==> src/lrubc_pkg.sv <==
`timescale 1ns / 1ps
`default_nettype none
package lrubc_pkg;

	localparam int IdW = 31;
	localparam int WordW = 32;
	localparam int CountW = 32;
	localparam int MaxIdxW = 6;
	localparam int QueueDepth = 4;
	localparam int QueuePtrW = 2;

	typedef enum logic [1:0] {
		REQ_LOOKUP = 2'd0,
		REQ_STORE = 2'd1,
		REQ_INVALIDATE = 2'd2,
		REQ_CLEAR = 2'd3
	} req_t;

	typedef enum logic {
		CMD_LOOKUP = 1'b0,
		CMD_WRITE = 1'b1
	} cmd_kind_t;

	typedef struct packed {
		cmd_kind_t kind;
		logic hit;
		logic [MaxIdxW-1:0] entry;
		logic [MaxIdxW-1:0] offset;
		logic [WordW-1:0] data;
		logic [CountW-1:0] lookups;
		logic [CountW-1:0] seqs;
		logic [CountW-1:0] rnds;
	} cmd_t;

	typedef struct packed {
		logic empty;
		logic full;
	} queue_status_t;

	function automatic logic [CountW-1:0] sat_inc(input logic [CountW-1:0] v);
		sat_inc = (v == {CountW{1'b1}}) ? v : v + CountW'(1);
	endfunction

endpackage
`default_nettype wire

==> src/lrubc_queue.sv <==
`timescale 1ns / 1ps
`default_nettype none
module lrubc_queue (
	input wire logic clk,
	input wire logic arst_n,
	input wire logic push,
	input wire lrubc_pkg::cmd_t push_cmd,
	input wire logic pop,
	output lrubc_pkg::cmd_t head,
	output lrubc_pkg::queue_status_t status
);

	lrubc_pkg::cmd_t slot_q [lrubc_pkg::QueueDepth];
	logic [lrubc_pkg::QueuePtrW-1:0] wr_ptr_q;
	logic [lrubc_pkg::QueuePtrW-1:0] rd_ptr_q;
	logic [lrubc_pkg::QueuePtrW:0] count_q;

	assign head = slot_q[rd_ptr_q];
	assign status.empty = (count_q == '0);
	assign status.full = (count_q == (lrubc_pkg::QueuePtrW+1)'(lrubc_pkg::QueueDepth));

	always_ff @(posedge clk) begin
		if (push) begin
			slot_q[wr_ptr_q] <= push_cmd;
		end
	end

	always_ff @(posedge clk or negedge arst_n) begin
		if (!arst_n) begin
			wr_ptr_q <= '0;
			rd_ptr_q <= '0;
			count_q <= '0;
		end else begin
			if (push) begin
				wr_ptr_q <= wr_ptr_q + 1'b1;
			end
			if (pop) begin
				rd_ptr_q <= rd_ptr_q + 1'b1;
			end
			if (push && !pop) begin
				count_q <= count_q + 1'b1;
			end else if (pop && !push) begin
				count_q <= count_q - 1'b1;
			end
		end
	end

endmodule
`default_nettype wire

==> config.mk <==
export PLATFORM = sky130hd
export DESIGN_NAME = lrubc_queue
export DESIGN_NICKNAME = d
export VERILOG_FILES = /design/src/lrubc_pkg.sv /design/src/lrubc_queue.sv
export SDC_FILE = /design/constraint.sdc
export NUM_CORES = 1
export LEC_CHECK = 0
export BUFFER_PORTS_ARGS = -buffer_cell sky130_fd_sc_hd__buf_2
export CAP_MARGIN = 20
export CELL_PAD_IN_SITES_DETAIL_PLACEMENT = 0
export CELL_PAD_IN_SITES_GLOBAL_PLACEMENT = 1
export CORE_MARGIN = 3
export CORE_UTILIZATION = 50
export DETAILED_ROUTE_END_ITERATION = 16
export PLACE_DENSITY = 0.91
export SKIP_LAST_GASP = 1
export SLEW_MARGIN = 30
export SYNTH_ARGS = -nofsm -noshare
export SYNTH_HDL_FRONTEND = slang
export SYNTH_SLANG_ARGS = --single-unit
==> constraint.sdc <==
create_clock -name clk -period 6.02 [get_ports clk]
set_input_delay 1.204 -clock clk [delete_from_list [all_inputs] [get_ports clk]]
set_output_delay 1.204 -clock clk [all_outputs]
set_load 0.02 [all_outputs]
# After elaboration in Yosys (flattened, before gate mapping)
# Memories as Yosys holds them, arrays and structs flattened.
# Cells that the tools add are included.
[totals] register_bits=7 latchBits=0 ramBits=568 romBits=0 in_bits=146 output_inout_bits=144 word_cells=19 n_memories=1
[op_classes] n_addsub=4 multipliers=0 n_div=0 order_cmp=0 n_eq_ne=1 shifts=0 mux=4 bitwise=0 reduce_logical=6
[mem_list] memory="slot_q" depth=4 width=142 read_ports=1 rd_ports_with_merged_regs=0 wr=1 line="lrubc_queue.sv:13" source="lrubc_pkg::cmd_t slot_q [lrubc_pkg::QueueDepth];"
[op_table] cell="$mux W3" n=2
[op_table] cell="$add A2 B1 Y2 const B" n=2
[op_table] cell="$add A3 B1 Y3 const B" n=1
[op_table] cell="$eq A3 B3 Y1 const B" n=1
[op_table] cell="$logic_not A3 Y1" n=1
[op_table] cell="$sub A3 B1 Y3 const B" n=1
[op_table] cell="$logic_and A1 B1 Y1" n=2
[op_table] cell="$logic_not A1 Y1" n=2
[op_table] cell="$mux W1" n=2
[op_table] cell="$reduce_bool A2 Y1" n=1

# Longest topological paths before layout
[depth] depth_word=4 mapped_depth=7 depth_no_buf=7

# Worst setup path after synthesis
# Ideal clock, no wire load.
[synth_timing] path_type="input port to flip-flop" from="in push" to="mem slot_q[1][0] (netlist bit), enable pin" setup_ns=0.518 arrival_ns=4.449 required_time_ns=5.502 path_slack_ns=1.053 path_stages=1 path_buffers=0 cell_sequence="and2_1"
[synth_via] elab_chain_len=2
[synth_rtl] element="from (decl)" line="lrubc_queue.sv:6" source="input wire logic push,"
[synth_rtl] element="$mux W1" line="lrubc_queue.sv:23" source="if (push) begin"
[synth_rtl] element="$mux W1 (not written as such)" line="lrubc_queue.sv:24" source="slot_q[wr_ptr_q] <= push_cmd;"
[synth_rtl] element="to (decl)" line="lrubc_queue.sv:13"
# No other way between the ends.

==> flow_metrics.py <==
metrics = {
    "grt": {
        "grt_max_degree": 79,
        "grt.total_usage_pct": 17.95,
        "grt_pass1_wl_um": 60220,
        "grt_overflow_total": 0,
        "grt_pass1_vias": 9923,
        "antenna_found_initial": 16,
    },
    "cts": {
        "cts_buffer_depth": 3,
        "cts_resized": 0,
        "numCtsBuffers": 55,
        "post_cts_buffers": 0,
        "cts_tree": "done",
        "root_buffer": "clkbuf_16",
        "clk_latency_ns": 0.58,
        "clk_pin_slew_ns": 0.06,
        "postCtsHoldBufs": 0,
        "clkSinkCount": 575,
        "ctsHtreeMaxLevel": 2,
    },
    "synth": {
        "yosysWarnings": 0,
        "synth_area_leaders": "edfxtp_1, mux4_2, dfrtp_1",
        "netlist_instances": 776,
        "ys_seq_elements": 575,
        "synth_top_area_share_pct": 81.81,
        "yosysTopAreaCell": "edfxtp_1",
        "syn_area_per_cell_um2": 26.87,
        "ys_types": 19,
        "synth_nets": 928,
        "syn_area_um2": 20850,
        "yosysSeqAreaShare_pct": 82.65,
    },
    "floorplan": {
        "core_um2": 41020,
        "initial_core_util_pct": 50.83,
        "ioPinCount": 290,
        "die-area_um2": 44190,
        "die_y_um": 210.2,
        "rows": 74,
        "die_w_um": 210.2,
    },
    "timing": {
        "rsz0062_at_grt": "false",
        "hold_violations": 0,
        "min_period_over_period_pct": 68.97,
        "skew_ns": 0.007693,
        "fin_crit_ns": 4.152,
        "fmax_mhz": 240.8,
        "finalSetupViolCount": 0,
        "final_max_slew_viol_count": 0,
        "worst_pin_slew_ns": 0.7793,
        "fin_hold_ws_ns": 0.4693,
        "slew_headroom_pct": 48.05,
        "finalSetupTns_ns": 0,
    },
    "final_layout": {
        "drive_gt1_share_pct": 45.66,
        "finalInstanceArea_um2": 24750,
        "fin_nets": 1254,
        "mostFrequentLayoutCell": "edfxtp_1",
        "mostFrequentLayoutCells": "edfxtp_1, buf_2, mux4_2",
        "area_growth_pct": 18.68,
    },
    "route": {
        "drc": 0,
        "wirelength_um": 39160,
        "drtPass1Iterations": 5,
        "wl_per_cell_um": 23.32,
        "drt-initial-drc-count": 755,
        "via_count": 9350,
        "viasPerCell": 5.569,
        "ant_nets": 0,
    },
    "power_and_ir_drop": {
        "ir_drop_v": 0.0003318,
        "cellLeakagePower_nw": 8.396,
        "power_density_nw_per_um2": 508.1,
        "power_mw": 12.57,
    },
    "worst_setup_path": {
        "cp.arrival_ns": 2.95,
        "required_ns": 4.82,
        "cp_top_family": "flip-flops",
        "path_class": "flip-flop to output port",
        "crit_slowest_cell": "dfrtp_4",
        "path_cells": "buf_12 -> mux4_2 -> buf_2",
        "path_buf_inv": 2,
        "crit_path_end_kind": "output port",
        "startpoint_type": "flip-flop",
        "crit_path_max_fanout": 68,
        "cpPeakStageDelay_ns": 0.92,
    },
    "place": {
        "place_area_um2": 23050,
        "hpwl_um": 23470,
        "gp_congestion": 0.6994,
        "portBuffers": 289,
    },
    "run_status": {
        "status": "completed",
    },
    "min_path": {
        "hp-class": "primary input to asynchronous set/reset pin",
    },
    "job": {
        "max_cap_viol_count": 0,
    },
}
==> cells by family after synthesis <==
| logic type | synth area share, % |
|---|---|
| adder cells (fa/ha/maj) | 0.3961 |
| AO/OA/AOI/OAI | 0.02398 |
| XOR/XNOR | 0.2520 |
| flip-flops | 82.65 |
| AND/OR/NAND/NOR | 0.2340 |
| buffers and inverters | 1.056 |
| multiplexers | 15.39 |
==> synth_stat cells (all sizes together) <==
cell type and number:
dfrtp 7, clkbuf 6, mux4 142, o21ai 1
nor3 1, buf 26, edfxtp 568, nor3b 1
nor2 1, nand2 2, fa 1, ha 5
and2 4, inv 4, xnor2 2, mux2 1
xor2 4
==> state kept, by name (all words and copies together), names as in the netlist <==
signal / cells
rd_ptr_q: 2
slot_q: 568
count_q: 3
wr_ptr_q: 2
==> layer usage <==
layer / wire (µm) / global-route usage, % / up-vias
li1: - / - / 4028
met1: 15090 / 23.75 / 4902
met2: 19810 / 29.01 / 323
met3: 3458 / 6.236 / 75
met4: 671 / 4.859 / 22
met5: 125 / 0 / -
==> cell type report <==
cell class / count / area [µm²]
sequential: 575 / 17240
fill: 2777 / 16270
multi-input combinational: 165 / 3408
timing repair buffer: 301 / 1724
clock buffer: 64 / 1453
tap: 532 / 665.6
clock inverter: 32 / 225.2
inverter: 4 / 15.01
antenna: 6 / 15.01
==> final timing paths <==
| kind | depth (start not counted) | from | endpoint | slack (ns) |
|---|---|---|---|---|
| worst max-delay path | 3 | rd_ptr_q[0] | head[91] | 1.87 |
| max in group asynchronous | 1 | arst_n | rd_ptr_q[0] | 5.36 |
| worst max register to register | 4 | wr_ptr_q[0] | slot_q[0][57] | 3.95 |
| worst min-delay path | 1 | arst_n | count_q[1] | 0.47 |
| min in group clk | 1 | count_q[2] | count_q[2] | 0.50 |
| worst min register to register | 1 | count_q[2] | count_q[2] | 0.50 |
==> through the flow <==
stage	instances	utilization, %	setup WS, ns
finish	1679	60.33	1.868
global route	1675	60.30	1.626
CTS	1673	60.29	1.755
detailed placement	1577	56.20	2.406
global placement	1572	55.87	2.413
floorplan	776	-	1.053
==> power breakdown <==
| group | internal (mW) | switching, mW |
|---|---|---|
| Combinational | 1.59 | 2.28 |
| Clock | 1.84 | 1.35 |
| Sequential | 5.23 | 0.290 |
| Total | 8.66 | 3.92 |
No activity file was read; power rests on OpenSTA's default activity.
