--- src/lrubc_pkg.sv ---
`timescale 1ns / 1ps
`default_nettype none
package lrubc_pkg;

	localparam int IdW = 31;
	localparam int WordW = 32;
	localparam int CountW = 32;
	localparam int MaxIdxW = 6;
	localparam int QueueDepth = 4;
	localparam int QueuePtrW = 2;

	typedef enum logic [1:0] {
		REQ_LOOKUP = 2'd0,
		REQ_STORE = 2'd1,
		REQ_INVALIDATE = 2'd2,
		REQ_CLEAR = 2'd3
	} req_t;

	typedef enum logic {
		CMD_LOOKUP = 1'b0,
		CMD_WRITE = 1'b1
	} cmd_kind_t;

	typedef struct packed {
		cmd_kind_t kind;
		logic hit;
		logic [MaxIdxW-1:0] entry;
		logic [MaxIdxW-1:0] offset;
		logic [WordW-1:0] data;
		logic [CountW-1:0] lookups;
		logic [CountW-1:0] seqs;
		logic [CountW-1:0] rnds;
	} cmd_t;

	typedef struct packed {
		logic empty;
		logic full;
	} queue_status_t;

	function automatic logic [CountW-1:0] sat_inc(input logic [CountW-1:0] v);
		sat_inc = (v == {CountW{1'b1}}) ? v : v + CountW'(1);
	endfunction

endpackage
`default_nettype wire

--- src/lrubc_back.sv ---
`timescale 1ns / 1ps
`default_nettype none
module lrubc_back #(
	parameter int ENTRIES = 8,
	parameter int BLOCK_WORDS = 16
) (
	input wire logic clk,
	input wire logic arst_n,
	input wire lrubc_pkg::cmd_t head,
	input wire lrubc_pkg::queue_status_t q_status,
	output logic pop,
	output logic out_valid,
	input wire logic out_stall,
	output logic hit,
	output logic [31:0] data_word_out,
	output logic run_last,
	output logic [31:0] request_count,
	output logic [31:0] sequential_count,
	output logic [31:0] random_count
);

	localparam int EW = (ENTRIES > 1) ? $clog2(ENTRIES) : 1;
	localparam int WW = (BLOCK_WORDS > 1) ? $clog2(BLOCK_WORDS) : 1;
	localparam int Depth = ENTRIES * BLOCK_WORDS;
	localparam int AW = (Depth > 1) ? $clog2(Depth) : 1;

	typedef enum logic [1:0] {
		ST_IDLE,
		ST_READ,
		ST_SEND
	} state_t;

	state_t state_q;
	logic [31:0] mem [Depth];
	logic [31:0] rdata_q;
	lrubc_pkg::cmd_t cmd_q;
	logic [WW-1:0] word_q;
	logic out_free;
	logic [AW-1:0] wr_addr;
	logic [AW-1:0] rd_addr;
	logic do_write;

	assign out_free = !out_valid || !out_stall;
	assign wr_addr = AW'(EW'(head.entry) * BLOCK_WORDS) + AW'(WW'(head.offset));
	assign rd_addr = AW'(EW'(cmd_q.entry) * BLOCK_WORDS) + AW'(word_q);
	assign do_write = (state_q == ST_IDLE) && !q_status.empty &&
		head.kind == lrubc_pkg::CMD_WRITE;

	always_comb begin
		pop = 1'b0;
		if (state_q == ST_IDLE && !q_status.empty) begin
			pop = (head.kind == lrubc_pkg::CMD_WRITE) || head.hit || out_free;
		end
	end

	always_ff @(posedge clk) begin
		if (do_write) begin
			mem[wr_addr] <= head.data;
		end
		rdata_q <= mem[rd_addr];
		if (pop && head.kind == lrubc_pkg::CMD_LOOKUP && head.hit) begin
			cmd_q <= head;
		end
	end

	always_ff @(posedge clk or negedge arst_n) begin
		if (!arst_n) begin
			state_q <= ST_IDLE;
			word_q <= '0;
			out_valid <= 1'b0;
			hit <= 1'b0;
			data_word_out <= '0;
			run_last <= 1'b0;
			request_count <= '0;
			sequential_count <= '0;
			random_count <= '0;
		end else begin
			unique case (state_q)
				ST_IDLE: begin
					if (pop && head.kind == lrubc_pkg::CMD_LOOKUP && !head.hit) begin
						out_valid <= 1'b1;
						hit <= 1'b0;
						data_word_out <= '0;
						run_last <= 1'b1;
						request_count <= head.lookups;
						sequential_count <= head.seqs;
						random_count <= head.rnds;
					end else begin
						if (!out_stall) begin
							out_valid <= 1'b0;
						end
						if (pop && head.kind == lrubc_pkg::CMD_LOOKUP) begin
							word_q <= '0;
							state_q <= ST_READ;
						end
					end
				end
				ST_READ: begin
					if (!out_stall) begin
						out_valid <= 1'b0;
					end
					state_q <= ST_SEND;
				end
				ST_SEND: begin
					if (out_free) begin
						out_valid <= 1'b1;
						hit <= 1'b1;
						data_word_out <= rdata_q;
						run_last <= (word_q == WW'(BLOCK_WORDS - 1));
						request_count <= cmd_q.lookups;
						sequential_count <= cmd_q.seqs;
						random_count <= cmd_q.rnds;
						if (word_q == WW'(BLOCK_WORDS - 1)) begin
							state_q <= ST_IDLE;
						end else begin
							word_q <= word_q + 1'b1;
							state_q <= ST_READ;
						end
					end
				end
				default: begin
					if (!out_stall) begin
						out_valid <= 1'b0;
					end
					state_q <= ST_IDLE;
				end
			endcase
		end
	end

endmodule
`default_nettype wire

--- config.mk ---
export PLATFORM = sky130hd
export DESIGN_NAME = lrubc_back
export DESIGN_NICKNAME = d
export VERILOG_FILES = /design/src/lrubc_pkg.sv /design/src/lrubc_back.sv
export SDC_FILE = /design/constraint.sdc
export NUM_CORES = 2
export LEC_CHECK = 0
export BUFFER_PORTS_ARGS = -buffer_cell sky130_fd_sc_hd__buf_2
export CORE_MARGIN = 2
export CORE_UTILIZATION = 40
export CTS_CLUSTER_SIZE = 28
export DETAILED_ROUTE_END_ITERATION = 10
export GPL_ROUTABILITY_DRIVEN = 0
export GPL_TIMING_DRIVEN = 0
export PLACE_DENSITY_LB_ADDON = 0.05
export SLEW_MARGIN = 0
export SYNTH_ARGS = -nofsm -noshare
export SYNTH_HDL_FRONTEND = slang
export SYNTH_SLANG_ARGS = --single-unit
--- constraint.sdc ---
create_clock -name clk -period 4.4 [get_ports clk]
set_input_delay 0.22 -clock clk [delete_from_list [all_inputs] [get_ports clk]]
set_output_delay 0.22 -clock clk [all_outputs]
set_load 0.1 [all_outputs]
# Word level (Yosys, flattened, before mapping)
# Memories as Yosys holds them, arrays and structs flattened. A register that Yosys moved wholly into a read port is not among the register bits.
# Index checks and enable logic that the tools add are counted.
[totals]
in_bits = 147
wordCells = 77
register_bits = 236
n_memories = 1
output_inout_bits = 132
ramBits = 4096
[op_classes]
n_bitwise = 1
n_eq_ne = 8
n_mux = 34
n_reduce_logical = 17
n_addsub = 3
[memory_table]
columns = ["memory", "depth", "word_bits", "read_ports", "rd_ports_with_merged_regs", "wr", "line", "text"]
rows = [
  ["mem", 128, 32, 1, 1, 1, "lrubc_back.sv:34", "logic [31:0] mem [Depth];"],
]
[ops]
columns = ["op", "n"]
rows = [
  ["32-bit 2-to-1 mux", 8],
  ["32-bit one-hot mux with 2 select lines", 4],
  ["4-bit 2-to-1 mux", 4],
  ["7-bit by 4-bit adder with 7-bit output", 2],
  ["1-bit 2-to-1 mux", 10],
  ["4-bit one-hot mux with 2 select lines", 1],
  ["2-bit 2-to-1 mux", 3],
  ["2-bit inequality test (second input constant)", 3],
  ["1-bit one-hot mux with 2 select lines", 3],
  ["2-bit one-hot mux with 3 select lines", 1],
  ["3-bit AND reduction", 2],
  ["1-bit logical AND", 5],
  ["5-bit AND reduction", 1],
  ["4-bit by 1-bit adder with 4-bit output (second input constant)", 1],
  ["4-bit == test (second input constant)", 1],
  ["1-bit zero test", 4],
  ["2-bit by 1-bit inequality test with 1-bit output (second input constant)", 2],
  ["1-bit logical OR", 3],
  ["2-bit by 1-bit == test with 1-bit output (second input constant)", 1],
  ["2-bit == test (second input constant)", 1],
  ["2-bit zero test", 1],
  ["2-bit nonzero test", 1],
  ["1-bit inverter", 1],
]

# Longest topological paths before layout
[logic_depth]
ltp_word = 8
depth_mapped = 8
mapped_depth_nobuf = 5

# Least setup slack after synthesis
# Ideal clock, no wire load.
[synth_timing]
path_type = "register to register"
from = "register state_q[0]"
to = "register cmd_q[0] (netlist bit), enable pin"
stages_incl_launch_ff = 4
t_required_ns = 3.929
t_arrival_ns = 3.220
path_buffers = 1
slack_ns = 0.709
setup_ns = 0.471
synth_period_minus_slack_ns = 3.691
path_cell_list = "dfrtp_1 clkbuf_1 nor3_1 and2_1"
[synth_via]
elab_chain_cells = 5
[synth_rtl]
columns = ["element", "line", "text"]
rows = [
  ["start, declared", "lrubc_back.sv:33", "state_t state_q;"],
  ["start signal, assigned", "lrubc_back.sv:68", "state_q <= ST_IDLE;"],
  ["start signal, assigned", "lrubc_back.sv:94", "state_q <= ST_READ;"],
  ["start signal, assigned", "lrubc_back.sv:102", "state_q <= ST_SEND;"],
  ["2-bit zero test", "lrubc_back.sv:51", "if (state_q == ST_IDLE && !q_status.empty) begin"],
  ["1-bit logical AND", "lrubc_back.sv:51", ""],
  ["1-bit 2-to-1 mux", "lrubc_back.sv:51", ""],
  ["1-bit logical AND (2 in a row)", "lrubc_back.sv:61", "if (pop && head.kind == lrubc_pkg::CMD_LOOKUP && head.hit) begin"],
  ["end signal, assigned", "lrubc_back.sv:62", "cmd_q <= head;"],
  ["end, declared", "lrubc_back.sv:36", "lrubc_pkg::cmd_t cmd_q;"],
]
# Every way passes these cells.
# A chain may end at the register's enable or synchronous reset.

# Final worst setup path
[layout_timing]
from = "register word_q[0]"
to = "register rdata_q[13], read port of mem"
[layout_via]
elab_chain_cells = 1
[layout_rtl]
columns = ["element", "line", "text"]
rows = [
  ["start, declared", "lrubc_back.sv:37", "logic [WW-1:0] word_q;"],
  ["start signal, assigned", "lrubc_back.sv:116", "word_q <= word_q + 1'b1;"],
  ["7-bit by 4-bit adder with 7-bit output", "lrubc_back.sv:45", "assign rd_addr = AW'(EW'(cmd_q.entry) * BLOCK_WORDS) + AW'(word_q);"],
  ["end, declared", "lrubc_back.sv:35", "logic [31:0] rdata_q;"],
]
# Every way passes these cells.

==> key figures <==
Worst hold path
  • Hold wc startpoint: head[75]
  • Hold endpoint: request_count[11]
  • WHS Path Cells: 4
  • Hold crit path type: input port to register

Logic synthesis
  • Synth Area in XOR/XNOR: 0%
  • Main synth FF type: edfxtp_1
  • Largest family of logic cells by synthesized area: multiplexers
  • Distinct cells, synth: 31
  • Adder-cell share of the synthesized area: 0.00758%
  • Complex-gate fraction of the synthesized area: 0.515%
  • FFs w/ async S/R, synth: under 10%
  • Post-synthesis mux area share: 19.1%
  • Register area share after synthesis: 78.8%
  • Syn avg cell area: 25.0 µm²
  • Cells after synthesis: ~6600
  • Synth Area in Simple Gates: 0.664%
  • Synth Cell Area: 165000 µm²
  • Syn_nets: just under 7000
  • Yosys warnings: 0
  • Post-synth EDFFs: 4195
  • Flops & latches, synth: around 4400

Critical path
  • Critical path peak fanout: 14
  • Register-to-register setup slack: -0.08 ns
  • CP max-delay cell: mux4_2
  • Cell Chain, Critical Path: buf_2 -> clkbuf_4 -> buf_12 -> buf_2 -> mux4_2 -> mux4_2 -> mux4_2 -> mux2_2
  • Worst reg2reg path endpoint: rdata_q[13]
  • Crit path arrival time: 5.35 ns
  • CP most frequent cell: mux4_2
  • Req. time, crit path: around 5.3 ns
  • CP delay by family, top: multiplexers
  • Worst setup EP type: register
  • Critical Path Source Type: register
  • R2r startpoint: word_q[0]
  • Critical path buffer and inverter count: 4
  • Setup CP Type: register to register
  • Cells on worst reg2reg path: 8
  • CP max stage delay: ~0.8 ns

Die
  • Std cell rows: 235
  • Core area: 410000 µm²
  • I/O pin count: 279
  • Die height: around 650 µm
  • Die Wd: ~650 µm
  • Die area: 418000 µm²
  • Starting density of the core: 40.2%

Cells and area
  • Non-filler instance count after layout: 13900
  • Multi-input logic area: 34500 µm²
  • Nets@finish: ~8000
  • Most frequent cells in the layout: edfxtp_1 (4195), mux4_2 (1344), clkbuf_16 (478)
  • Sequential cell area: between 100000 and 150000 µm²
  • Most common cell after layout, fill and taps aside: edfxtp_1
  • Layout cells sized above 1: 34.6%
  • Area growth syn-to-layout: 19.5%
  • Filler Cells Inserted: 33200

Routing
  • Drc violations: 0
  • DR iter-0 viols: 7953
  • Via count: ~77000
  • Final wirelength: 471000 µm
  • Post-DRT Antenna Nets: 0
  • Avg WL per Cell: about 34 µm
  • Drt pass-1 iters: 5
  • Vias/cell: about 5.5

Placement
  • Number of port buffers: 272
  • DP Cell Count: ~13000
  • Post-DP HPWL: 340000 µm

Clocking
  • CTS sink cnt: 4364
  • H-tree depth: 5
  • CTS tree: yes
  • Clock latency on the worst-skew pair: 1.00 ns
  • CTS buffer count: 463
  • Clock tree root driver cell: clkbuf_16
  • Max clock buf depth: 4
  • Clk pin slew, worst setup/hold paths: 0.06 ns

STA
  • Setup TNS: -0.280 ns
  • Worst-Margin Slew: 1.43 ns
  • Final period util: 102%
  • Final worst slack: -0.0781 ns
  • Fin. max-slew vios: 0
  • Max Fclk: 0.223 GHz
  • RSZ-0062 raised after global routing: true
  • Hold Slack: between 0.08 and 0.09 ns
  • Rel. slew slack: 4.60%
  • Setup skew after layout: 0.0341 ns
  • Final Hold Viols: 0
  • Final number of setup-violating endpoints: 6
  • Final min period: about 4.5 ns

Global routing
  • Initial antenna violation count: 78
  • GRT overflow: 0
  • Largest net degree at the start of global routing: 97
  • Gr usage total: 22.4%
  • Vias in the first global route: 80000
  • First-pass GRT wire length: about 640000 µm

Status
  • Outcome: finished with violations
  • Failing checks: setup timing

Power
  • Power Density: 575 nW/µm²
  • Comb power frac: 25.8%
  • Internal: 78.3 mW
  • Sequential power share: 41.4%
  • Peak VDD IR: 0.000405 V
  • Share of total power in the clock network: between 30% and 40%
  • Sw frac: 31.0%
  • Overall power: between 100 and 150 mW
  • Leakage: just over 60 nW
  • Switching power: ~35 mW

Job
  • Max capacitance violation total: 0
==> worst max-delay path by stage <==
stage | depth (start not counted) | startpoint | end
floorplan | 3 | state_q[0] | cmd_q[0]
global placement | 6 | state_q[0] | mem[38][16]
detailed placement | 7 | word_q[2] | rdata_q[15]
CTS | 8 | word_q[0] | rdata_q[14]
global route | 6 | word_q[1] | rdata_q[13]
finish | 8 | word_q[0] | rdata_q[13]
==> layer usage <==
metal	wire, µm	global-route usage, %
met3	31000	4.37
met5	41	0
met1	194000	30.1
met4	11500	5.34
met2	234000	38.0
==> worst reg2reg max path, cell delays in order (launching register included) <==
cell and delay (ns):
dfrtp_1 0.51, buf_2 0.34, clkbuf_4 0.39, buf_12 0.21, buf_2 0.46, mux4_2 0.58
mux4_2 0.64, mux4_2 0.83, mux2_2 0.40
==> sequential cells by signal, summed over array words and instances (netlist names) <==
register          count
state_q               2
cmd_q                99
out_valid             1
data_word_out        32
word_q                4
random_count         32
sequential_count     32
request_count        32
rdata_q              32
mem                4096
run_last              1
hit                   1
==> Yosys cell counts (all sizes together) (2+ instances only) <==
| cell | n | area share [%] |
|---|---|---|
| and2 | 2 | 0.0076 |
| dfrtp | 137 | 2.1 |
| nand2 | 115 | 0.26 |
| edfxtp | 4195 | 76 |
| nor3 | 2 | 0.0061 |
| inv | 3 | 0.0068 |
| nor2 | 132 | 0.30 |
| a21oi | 2 | 0.0061 |
| dfxtp | 32 | 0.39 |
| a22o | 32 | 0.17 |
| buf | 141 | 0.42 |
| clkbuf | 211 | 0.48 |
| nor2b | 8 | 0.030 |
| mux2i | 96 | 0.58 |
| o21ai | 101 | 0.31 |
| o31ai | 2 | 0.0091 |
| mux2 | 32 | 0.22 |
| nand3 | 12 | 0.036 |
| or4 | 2 | 0.0091 |
| mux4 | 1344 | 18 |
==> cell type report <==
cell class	instances	area share (%)
Sequential cell	4364	65.9
Inverter	3	0.00571
Antenna cell	167	0.212
Buffer	349	0.836
Clock buffer	605	6.43
Clock inverter	262	0.882
Tap cell	5451	3.46
Timing Repair Buffer	764	4.77
Multi-Input combinational cell	1893	17.5
==> power groups by stage <==
stage | sequential, mW | clock, mW | combinational (mW)
3_5_place_dp | 47.8 | 0 | 29.3
4_1_cts | 47.0 | 38.1 | 29.6
6_report | 46.9 | 37.2 | 29.2
3_3_place_gp | 47.9 | 0 | 28.7
5_1_grt | 47.0 | 39.6 | 30.6
2_1_floorplan | 51.7 | 0 | 14.1
==> metrics by stage <==
stage          instance area [µm²]  setup slack [ns]  utilization [%]
2_1_floorplan               165000             0.709                -
5_1_grt                     197000           -0.0722             48.1
3_5_place_dp                179000            -0.637             43.6
3_3_place_gp                173000             -2.29             42.2
4_1_cts                     196000           0.00380             47.9
6_report                    197000           -0.0781             48.1
==> logic make-up (layout without fill, tap and decap cells) <==
| logic type | after synthesis | in the layout |
|---|---|---|
| flip-flops | 4364 | 4364 |
| multiplexers | 1472 | 1472 |
| AO/OA/AOI/OAI | 142 | 142 |
| AND/OR/NAND/NOR | 276 | 278 |
| other | 0 | 167 |
| adder cells (fa/ha/maj) | 1 | 1 |
| buffers and inverters | 355 | 1983 |
==> timing repair <==
item | in CTS | in global routing
pin swaps | 17 | 17
gates cloned | 2 | 0
setup buffers | 39 | 29
endpoints found under the setup margin | 998 | 332
resized for setup | 57 | 8
hold buffers | 239 | 0
hold endpoints to repair | 2504 | 0
Power figures use the tool's default switching activity.
