`src/lrubc_pkg.sv`:
```
`timescale 1ns / 1ps
`default_nettype none
package lrubc_pkg;

	localparam int IdW = 31;
	localparam int WordW = 32;
	localparam int CountW = 32;
	localparam int MaxIdxW = 6;
	localparam int QueueDepth = 4;
	localparam int QueuePtrW = 2;

	typedef enum logic [1:0] {
		REQ_LOOKUP = 2'd0,
		REQ_STORE = 2'd1,
		REQ_INVALIDATE = 2'd2,
		REQ_CLEAR = 2'd3
	} req_t;

	typedef enum logic {
		CMD_LOOKUP = 1'b0,
		CMD_WRITE = 1'b1
	} cmd_kind_t;

	typedef struct packed {
		cmd_kind_t kind;
		logic hit;
		logic [MaxIdxW-1:0] entry;
		logic [MaxIdxW-1:0] offset;
		logic [WordW-1:0] data;
		logic [CountW-1:0] lookups;
		logic [CountW-1:0] seqs;
		logic [CountW-1:0] rnds;
	} cmd_t;

	typedef struct packed {
		logic empty;
		logic full;
	} queue_status_t;

	function automatic logic [CountW-1:0] sat_inc(input logic [CountW-1:0] v);
		sat_inc = (v == {CountW{1'b1}}) ? v : v + CountW'(1);
	endfunction

endpackage
`default_nettype wire

```
`src/lrubc_front.sv`:
```
`timescale 1ns / 1ps
`default_nettype none
module lrubc_front #(
	parameter int ENTRIES = 8,
	parameter int BLOCK_WORDS = 16
) (
	input wire logic clk,
	input wire logic arst_n,
	input wire logic in_valid,
	output logic in_stall,
	input wire logic [1:0] req_type,
	input wire logic [30:0] block_id,
	input wire logic [31:0] data_word,
	input wire logic word_last,
	input wire lrubc_pkg::queue_status_t q_status,
	output logic push,
	output lrubc_pkg::cmd_t push_cmd
);

	localparam int EW = (ENTRIES > 1) ? $clog2(ENTRIES) : 1;
	localparam int OW = $clog2(BLOCK_WORDS + 1);

	logic s1_valid_q;
	logic [1:0] req_s1;
	logic [30:0] id_s1;
	logic [31:0] word_s1;
	logic last_s1;

	logic [30:0] tag_q [ENTRIES];
	logic [ENTRIES-1:0] valid_q;
	logic [31:0] stamp_q [ENTRIES];
	logic [31:0] next_stamp_q;
	logic [30:0] prev_id_q;
	logic prev_valid_q;
	logic store_active_q;
	logic [EW-1:0] store_entry_q;
	logic [OW-1:0] store_off_q;
	logic [31:0] lookups_q;
	logic [31:0] seqs_q;
	logic [31:0] rnds_q;

	logic work;
	logic match;
	logic [EW-1:0] match_idx;
	logic found_inv;
	logic [EW-1:0] victim;
	logic [31:0] best_stamp;
	logic [EW-1:0] wr_entry;
	logic [OW-1:0] wr_off;
	logic [30:0] diff;
	logic is_seq;

	assign in_stall = s1_valid_q;
	assign work = s1_valid_q && !q_status.full;

	always_comb begin
		match = 1'b0;
		match_idx = '0;
		for (int i = 0; i < ENTRIES; i++) begin
			if (!match && valid_q[i] && tag_q[i] == id_s1) begin
				match = 1'b1;
				match_idx = EW'(i);
			end
		end
	end

	always_comb begin
		found_inv = 1'b0;
		victim = '0;
		best_stamp = stamp_q[0];
		for (int i = 0; i < ENTRIES; i++) begin
			if (!found_inv && !valid_q[i]) begin
				found_inv = 1'b1;
				victim = EW'(i);
			end
		end
		if (!found_inv) begin
			for (int i = 1; i < ENTRIES; i++) begin
				if (stamp_q[i] < best_stamp) begin
					best_stamp = stamp_q[i];
					victim = EW'(i);
				end
			end
		end
	end

	assign diff = (prev_id_q > id_s1) ? prev_id_q - id_s1 : id_s1 - prev_id_q;
	assign is_seq = prev_valid_q && (diff <= 31'd1);
	assign wr_entry = store_active_q ? store_entry_q : victim;
	assign wr_off = store_active_q ? store_off_q : '0;

	always_comb begin
		push = 1'b0;
		push_cmd = '0;
		if (work) begin
			priority case (lrubc_pkg::req_t'(req_s1))
				lrubc_pkg::REQ_LOOKUP: begin
					push = 1'b1;
					push_cmd.kind = lrubc_pkg::CMD_LOOKUP;
					push_cmd.hit = match;
					push_cmd.entry = lrubc_pkg::MaxIdxW'(match_idx);
					push_cmd.lookups = lrubc_pkg::sat_inc(lookups_q);
					push_cmd.seqs = seqs_q;
					push_cmd.rnds = rnds_q;
				end
				lrubc_pkg::REQ_STORE: begin
					push = (wr_off < OW'(BLOCK_WORDS));
					push_cmd.kind = lrubc_pkg::CMD_WRITE;
					push_cmd.entry = lrubc_pkg::MaxIdxW'(wr_entry);
					push_cmd.offset = lrubc_pkg::MaxIdxW'(wr_off);
					push_cmd.data = word_s1;
				end
				default: begin
					push = 1'b0;
				end
			endcase
		end
	end

	always_ff @(posedge clk) begin
		if (!s1_valid_q) begin
			req_s1 <= req_type;
			id_s1 <= block_id;
			word_s1 <= data_word;
			last_s1 <= word_last;
		end
		if (work && req_s1 == lrubc_pkg::REQ_LOOKUP && match) begin
			stamp_q[match_idx] <= next_stamp_q;
		end
		if (work && req_s1 == lrubc_pkg::REQ_STORE && !store_active_q) begin
			tag_q[victim] <= id_s1;
			stamp_q[victim] <= next_stamp_q;
			prev_id_q <= id_s1;
		end
	end

	always_ff @(posedge clk or negedge arst_n) begin
		if (!arst_n) begin
			s1_valid_q <= 1'b0;
			valid_q <= '0;
			next_stamp_q <= '0;
			prev_valid_q <= 1'b0;
			store_active_q <= 1'b0;
			store_entry_q <= '0;
			store_off_q <= '0;
			lookups_q <= '0;
			seqs_q <= '0;
			rnds_q <= '0;
		end else begin
			if (!s1_valid_q) begin
				s1_valid_q <= in_valid;
			end else if (work) begin
				s1_valid_q <= 1'b0;
			end
			if (work) begin
				unique case (lrubc_pkg::req_t'(req_s1))
					lrubc_pkg::REQ_LOOKUP: begin
						lookups_q <= lrubc_pkg::sat_inc(lookups_q);
						if (match) begin
							next_stamp_q <= lrubc_pkg::sat_inc(next_stamp_q);
						end
					end
					lrubc_pkg::REQ_STORE: begin
						if (!store_active_q) begin
							valid_q[victim] <= 1'b1;
							next_stamp_q <= lrubc_pkg::sat_inc(next_stamp_q);
							prev_valid_q <= 1'b1;
							store_entry_q <= victim;
							if (is_seq) begin
								seqs_q <= lrubc_pkg::sat_inc(seqs_q);
							end else begin
								rnds_q <= lrubc_pkg::sat_inc(rnds_q);
							end
						end
						if (last_s1) begin
							store_active_q <= 1'b0;
							store_off_q <= '0;
						end else begin
							store_active_q <= 1'b1;
							store_off_q <= (wr_off < OW'(BLOCK_WORDS)) ?
								wr_off + 1'b1 : wr_off;
						end
					end
					lrubc_pkg::REQ_INVALIDATE: begin
						valid_q <= '0;
						next_stamp_q <= '0;
						prev_valid_q <= 1'b0;
						store_active_q <= 1'b0;
						store_off_q <= '0;
					end
					lrubc_pkg::REQ_CLEAR: begin
						lookups_q <= '0;
						seqs_q <= '0;
						rnds_q <= '0;
					end
				endcase
			end
		end
	end

endmodule
`default_nettype wire

```
`config.mk`:
```
export PLATFORM = sky130hd
export DESIGN_NAME = lrubc_front
export DESIGN_NICKNAME = d
export VERILOG_FILES = /design/src/lrubc_pkg.sv /design/src/lrubc_front.sv
export SDC_FILE = /design/constraint.sdc
export NUM_CORES = 2
export LEC_CHECK = 0
export BUFFER_PORTS_ARGS = -buffer_cell sky130_fd_sc_hd__buf_2
export CAP_MARGIN = 20
export CORE_MARGIN = 5
export CORE_UTILIZATION = 48
export DETAILED_ROUTE_END_ITERATION = 8
export PLACE_DENSITY = 0.73
export SETUP_SLACK_MARGIN = 0.02
export SLEW_MARGIN = 20
export SYNTH_ARGS = -nofsm -noshare
export SYNTH_HDL_FRONTEND = slang
export SYNTH_SLANG_ARGS = --single-unit
```
`constraint.sdc`:
```
create_clock -name clk -period 24.2 [get_ports clk]
set_clock_uncertainty 0.15 [all_clocks]
set_input_delay 4.84 -clock clk [delete_from_list [all_inputs] [get_ports clk]]
set_output_delay 4.84 -clock clk [all_outputs]
set_load 0.02 [all_outputs]
```
# Word-level counts from Yosys, hierarchy flattened
# Memories as Yosys holds them, arrays and structs flattened.
# Index checks and enable logic that the tools add are counted.
dict set report classes {
  n_lt_le_gt_ge 12
  div_mod_pow 0
  shifts 0
  addsub 7
  n_mux 95
  eq_ne 21
  n_bitwise 1
  multipliers 0
  reduce_logical 64
}
# operator count
set ops {}
lappend ops {{32-bit 2-to-1 mux} 23}
lappend ops {{31-bit == test} 8}
lappend ops {{32-bit less-than comparator} 7}
lappend ops {{32-bit case mux with 2 select lines} 3}
lappend ops {{142-bit 2-to-1 mux} 1}
lappend ops {{32-bit by 1-bit adder with 32-bit output (second input constant)} 4}
lappend ops {{32-bit == test (second input constant)} 4}
lappend ops {{96-bit 2-to-1 mux} 1}
lappend ops {{32-bit case mux with 3 select lines} 1}
lappend ops {{3-bit 2-to-1 mux} 21}
lappend ops {{31-bit subtractor} 2}
lappend ops {{37-bit 2-to-1 mux} 1}
lappend ops {{32-bit OR reduction} 1}
lappend ops {{31-bit > comparator} 1}
lappend ops {{31-bit by 1-bit less-or-equal comparator with 1-bit output (second input constant)} 1}
lappend ops {{1-bit 2-to-1 mux} 31}
lappend ops {{31-bit 2-to-1 mux} 1}
lappend ops {{1-bit logical AND} 29}
lappend ops {{1-bit zero test} 22}
lappend ops {{8-bit case mux with 2 select lines} 1}
lappend ops {{5-bit 2-to-1 mux} 3}
lappend ops {{2-bit != test (second input constant)} 6}
lappend ops {{5-bit case mux with 2 select lines} 1}
lappend ops {{5-bit AND reduction} 2}
lappend ops {{18 further kinds} 25}
dict set report totals {
  memories 2
  latchBits 0
  mem_bits_ro 0
  word_cells 217
  ff_bits 244
  ramBits 504
}
# name depth width rd rd_ports_with_merged_regs wr line_no
set memory_table {}
lappend memory_table {stamp_q 8 32 8 0 1 lrubc_front.sv:31} ;# logic [31:0] stamp_q [ENTRIES];
lappend memory_table {tag_q 8 31 8 0 1 lrubc_front.sv:29} ;# logic [30:0] tag_q [ENTRIES];

# Depth between registers and ports, before layout
dict set report depth {
  word_depth 47
  ltp_mapped 113
  depth_no_buf 99
}

# Worst setup path before layout
# No wires, ideal clock.
dict set report synth_timing {
  path_type {register to output}
  startpoint {memory stamp_q[1][1]}
  endpoint {output push_cmd[135] (netlist name)}
  t_arrival_ps 18648
  slack_ps 562
  stages_incl_launch_ff 112
  required_ps 19210
  path_buffers 16
  cell_sequence {edfxtp_1 ha_1 a2111o_1 a31oi_2 o2bb2ai_2 nor2_1 buf_6 clkbuf_1 clkbuf_1 a21oi_1 ha_1 and4_1 nand3_1 or4_4 or3b_1 nand2_2 nor2_1 a21o_1 (+76 left out) a21o_1 a21o_1 a21o_1 a21o_1 a21oi_1 nor2b_1 o21ai_0 a21boi_0 o21ai_0 o211ai_1 o2111a_1 nor2b_1 o31ai_2 a21oi_1 or2_0 buf_2 o21ai_0 o2bb2ai_1}
}
# item line_no
set synth_lines {}
lappend synth_lines {{start: declaration} lrubc_front.sv:31}
lappend synth_lines {{end: declaration} lrubc_front.sv:17} ;# output lrubc_pkg::cmd_t push_cmd

==> impl_metrics.sql <==
INSERT INTO impl_metrics (metric_group, metric, value, unit) VALUES
('status', 'outcome', 'complete, no violations', ''),
('worst_setup_path', 'crit_cells', '103', ''),
('floorplanning', 'start_util', '48.4', '%'),
('grt', 'global_route.peak_usage_layer', 'met2', ''),
('worst_setup_path', 'worst_r2r_path_depth', '105', ''),
('worst_hold_path', 'hp-class', 'flip-flop to flip-flop', ''),
('place', 'hpwlAfterDp', '72.1', 'mm'),
('power', 'power.total', '2.94', 'mW'),
('worst_setup_path', 'critical_path.max_fanout', '14', ''),
('timing', 'report.final.slew_viol_count', '0', ''),
('clocking', 'cts_made_buffers', '76', ''),
('clocking', 'cts_htree_levels', '3', ''),
('timing', 'setup_viol', '0', ''),
('worst_setup_path', 'crit_start', 'stamp_q[1][25]$_DFFE_PP_', ''),
('synth', 'ys_seq_area_share', '52.7', '%'),
('worst_setup_path', 'cp_common_cell', 'a21o_1', ''),
('worst_setup_path', 'sum_of_buffers_and_inverters_on_the_critical_path', '19', ''),
('clocking', 'cts.path.max_buffers', '3', ''),
('timing', 'worst_slew_margin_rel', '27.3', '%'),
('grt', 'groute.usage.overall', '21.9', '%'),
('synth', 'synth_flop_type', 'edfxtp_1', ''),
('clocking', 'ctsHoldBuffers', '0', ''),
('synth', 'synth_enable_flop_cells', '601', ''),
('timing', 'final_hold_viol_count', '0', ''),
('grt', 'globalRouteMet3Util', '4.06', '%'),
('worst_setup_path', 'required', '19210', 'ps'),
('final_layout', 'area_delta_synth_final', '16.4', '%'),
('grt', 'grt_antenna_before_repair', '1', ''),
('final_layout', 'final_layout_size_suffix_gt1_share', '16.2', '%'),
('grt', 'grt_first_pass_wirelength', '161', 'mm'),
('clocking', 'clock-root-buffer', 'clkbuf_16', ''),
('worst_setup_path', 'r2r-start', 'stamp_q[1][25]$_DFFE_PP_', ''),
('power', 'power.ir.vdd_worst', '0.0000695', 'V'),
('clocking', 'cts_tree', 'built', ''),
('grt', 'overflow', '0', ''),
('final_layout', 'num_antenna_cells', '0', ''),
('clocking', 'clkLatencyLatePin', '660', 'ps'),
('place', 'place.port_buffers', '209', ''),
('routing', 'wl_per_cell', '19.8', 'um'),
('timing', 'finalCriticalPeriod', '23550', 'ps'),
('synth', 'ys.warnings.count', '0', ''),
('synth', 'post_synth_inst_count', '3786', ''),
('routing', 'via_count', '30300', ''),
('worst_setup_path', 'slowest_stage', 'or4_4', ''),
('worst_setup_path', 'cp-start-kind', 'flip-flop', ''),
('worst_setup_path', 'timing_worst_setup_path_type', 'flip-flop to output pin', ''),
('clocking', 'clkSlewWorstSetupHoldPaths', '60', 'ps'),
('routing', 'drt_wl_total', '105', 'mm'),
('floorplanning', 'fp.dieW', '303', 'um'),
('synth', 'post_synth_instance_area', '0.0412', 'mm^2'),
('floorplanning', 'die_h', '303', 'um'),
('power', 'cellLeakagePower', '18.9', 'nW'),
('grt', 'grtUsageMet1', '29.7', '%'),
('grt', 'grtUsageMet2', '35.9', '%'),
('synth', 'yosys.cell_types.count', '98', ''),
('timing', 'tightest_slew', '1090', 'ps'),
('worst_setup_path', 'type_of_element_capturing_the_critical_path', 'output pin', ''),
('routing', 'via_per_inst', '5.71', ''),
('clocking', 'cts_sinks', '748', ''),
('worst_setup_path', 'worst_path_largest_cell_delay', '510', 'ps'),
('floorplanning', 'ioPinCount', '215', ''),
('worst_setup_path', 'worst_setup_path_endpoint', 'push_cmd[136]', ''),
('worst_setup_path', 'r2r_end', 'stamp_q[7][20]$_DFFE_PP_', ''),
('routing', 'drt-pass1-iter-count', '5', ''),
('final_layout', 'mostFrequentLayoutCell', 'edfxtp_1', ''),
('routing', 'drtIter0Drc', '2357', ''),
('worst_setup_path', 'reg2reg_setup_slack', '4460', 'ps'),
('floorplanning', 'core', '0.0851', 'mm^2'),
('routing', 'drc_errors', '0', ''),
('final_layout', 'mostFrequentLayoutCells', 'edfxtp_1, xnor2_1, ha_1', ''),
('grt', 'grt_pass1_vias', '29400', '');
## layout make-up
cell class,count,area [um^2],area share [%]
clock buffer,90,1970,4.12
clock inverter,51,603,1.26
multi-input combinational,2666,18700,39.1
tap,1144,1430,2.99
sequential,748,21700,45.3
timing repair buffer,389,2680,5.60
inverter,207,777,1.62
## how the worst min path moves through the flow
stage	startpoint	endpoint	slack [ps]	cells after the start
floorplan	store_entry_q[0]$_DFFE_PN0P_	store_entry_q[0]$_DFFE_PN0P_	300	1
global placement	store_entry_q[0]$_DFFE_PN0P_	store_entry_q[0]$_DFFE_PN0P_	310	1
detailed placement	store_entry_q[2]$_DFFE_PN0P_	store_entry_q[2]$_DFFE_PN0P_	320	2
CTS	store_entry_q[2]$_DFFE_PN0P_	store_entry_q[2]$_DFFE_PN0P_	340	2
global route	store_entry_q[2]$_DFFE_PN0P_	store_entry_q[2]$_DFFE_PN0P_	370	2
finish	store_entry_q[2]$_DFFE_PN0P_	store_entry_q[2]$_DFFE_PN0P_	330	2
## stage by stage
| step | hold WS, ps | setup WS (ps) | cells | util, % | instance area [um^2] |
|---|---|---|---|---|---|
| floorplan | 300 | 562 | 3789 | - | 41200 |
| global placement | 308 | 196 | 5115 | 52.0 | 44300 |
| detailed placement | 323 | -135 | 5115 | 52.0 | 44300 |
| CTS | 337 | 21.2 | 5265 | 55.3 | 47100 |
| global route | 368 | -236 | 5295 | 56.3 | 47900 |
| finish | 335 | 648 | 5295 | 56.3 | 47900 |
## metal layers
metal	up-vias	part of all wire, %	wire, um
met4	2	3.0	3180
met2	982	47	49300
met3	192	6.9	7220
met5	-	0.0067	7
met1	14700	43	45000
li1	14400	-	-
## logic make-up (layout without fill, tap and decap cells)
group	count (synthesis)	count (layout)	share of synthesized area, %
simple gates	1153	1153	14.2
compound gates	846	848	12.7
flops	748	748	52.7
buf+inv	377	737	3.54
xor+xnor	326	326	6.93
fa+ha+maj	282	282	8.60
mux	53	53	1.32
other cells	1	4	0.00910
## power breakdown
part           switching (mW)  internal, mW  total, mW
combinational           0.178         0.102      0.279
sequential             0.0351          1.43       1.47
clock                   0.524         0.672       1.20
total                   0.736          2.21       2.94
## what timing repair did
action                                 in CTS  in global routing
endpoints found under the hold margin       0                  0
setup buffers                               7                 24
setup endpoints to repair                   3                  3
pin swaps                                  10                 45
gates cloned                                2                  5
gates resized for setup                    34                146
## synthesized netlist by cell type (15+ instances only)
| library cell | count | area, um^2 |
|---|---|---|
| nand4_1 | 137 | 857 |
| nor2b_1 | 38 | 238 |
| o211ai_1 | 16 | 120 |
| nand2_1 | 266 | 998 |
| nor3_1 | 33 | 165 |
| nor4_1 | 30 | 188 |
| nand3_1 | 74 | 370 |
| ha_1 | 279 | 3490 |
| and3_1 | 100 | 626 |
| a21o_1 | 97 | 728 |
| xor2_1 | 40 | 350 |
| or3_1 | 55 | 344 |
| clkbuf_1 | 149 | 559 |
| edfxtp_1 | 601 | 18000 |
| and2_1 | 57 | 357 |
| dfrtp_1 | 147 | 3680 |
| nor2_1 | 271 | 1020 |
| or4_1 | 15 | 113 |
| nand2b_1 | 34 | 213 |
| a21oi_1 | 285 | 1430 |
| xnor2_1 | 286 | 2500 |
| mux2i_1 | 44 | 440 |
| inv_1 | 207 | 777 |
| o21a_1 | 23 | 173 |
| o31ai_1 | 28 | 210 |
| o21ai_0 | 245 | 1230 |
## sequential cells by signal, indices dropped and copies added (netlist names)
| signal | count |
|---|---|
| id_s1 | 31 |
| in_stall | 1 |
| last_s1 | 1 |
| lookups_q | 32 |
| next_stamp_q | 32 |
| prev_id_q | 31 |
| prev_valid_q | 1 |
| req_s1 | 2 |
| rnds_q | 32 |
| seqs_q | 32 |
| stamp_q | 256 |
| store_active_q | 1 |
| store_entry_q | 3 |
| store_off_q | 5 |
| tag_q | 248 |
| valid_q | 8 |
| word_s1 | 32 |
## worst reg2reg max path: cells and delay by family, from the launching register on
| kind | cells | cell delay, ps |
|---|---|---|
| compound gates | 50 | 7910 |
| mux | 2 | 800 |
| fa+ha+maj | 7 | 1830 |
| flops | 1 | 420 |
| buf+inv | 17 | 2450 |
| simple gates | 29 | 5790 |
No activity file was read; power rests on OpenSTA's default activity.
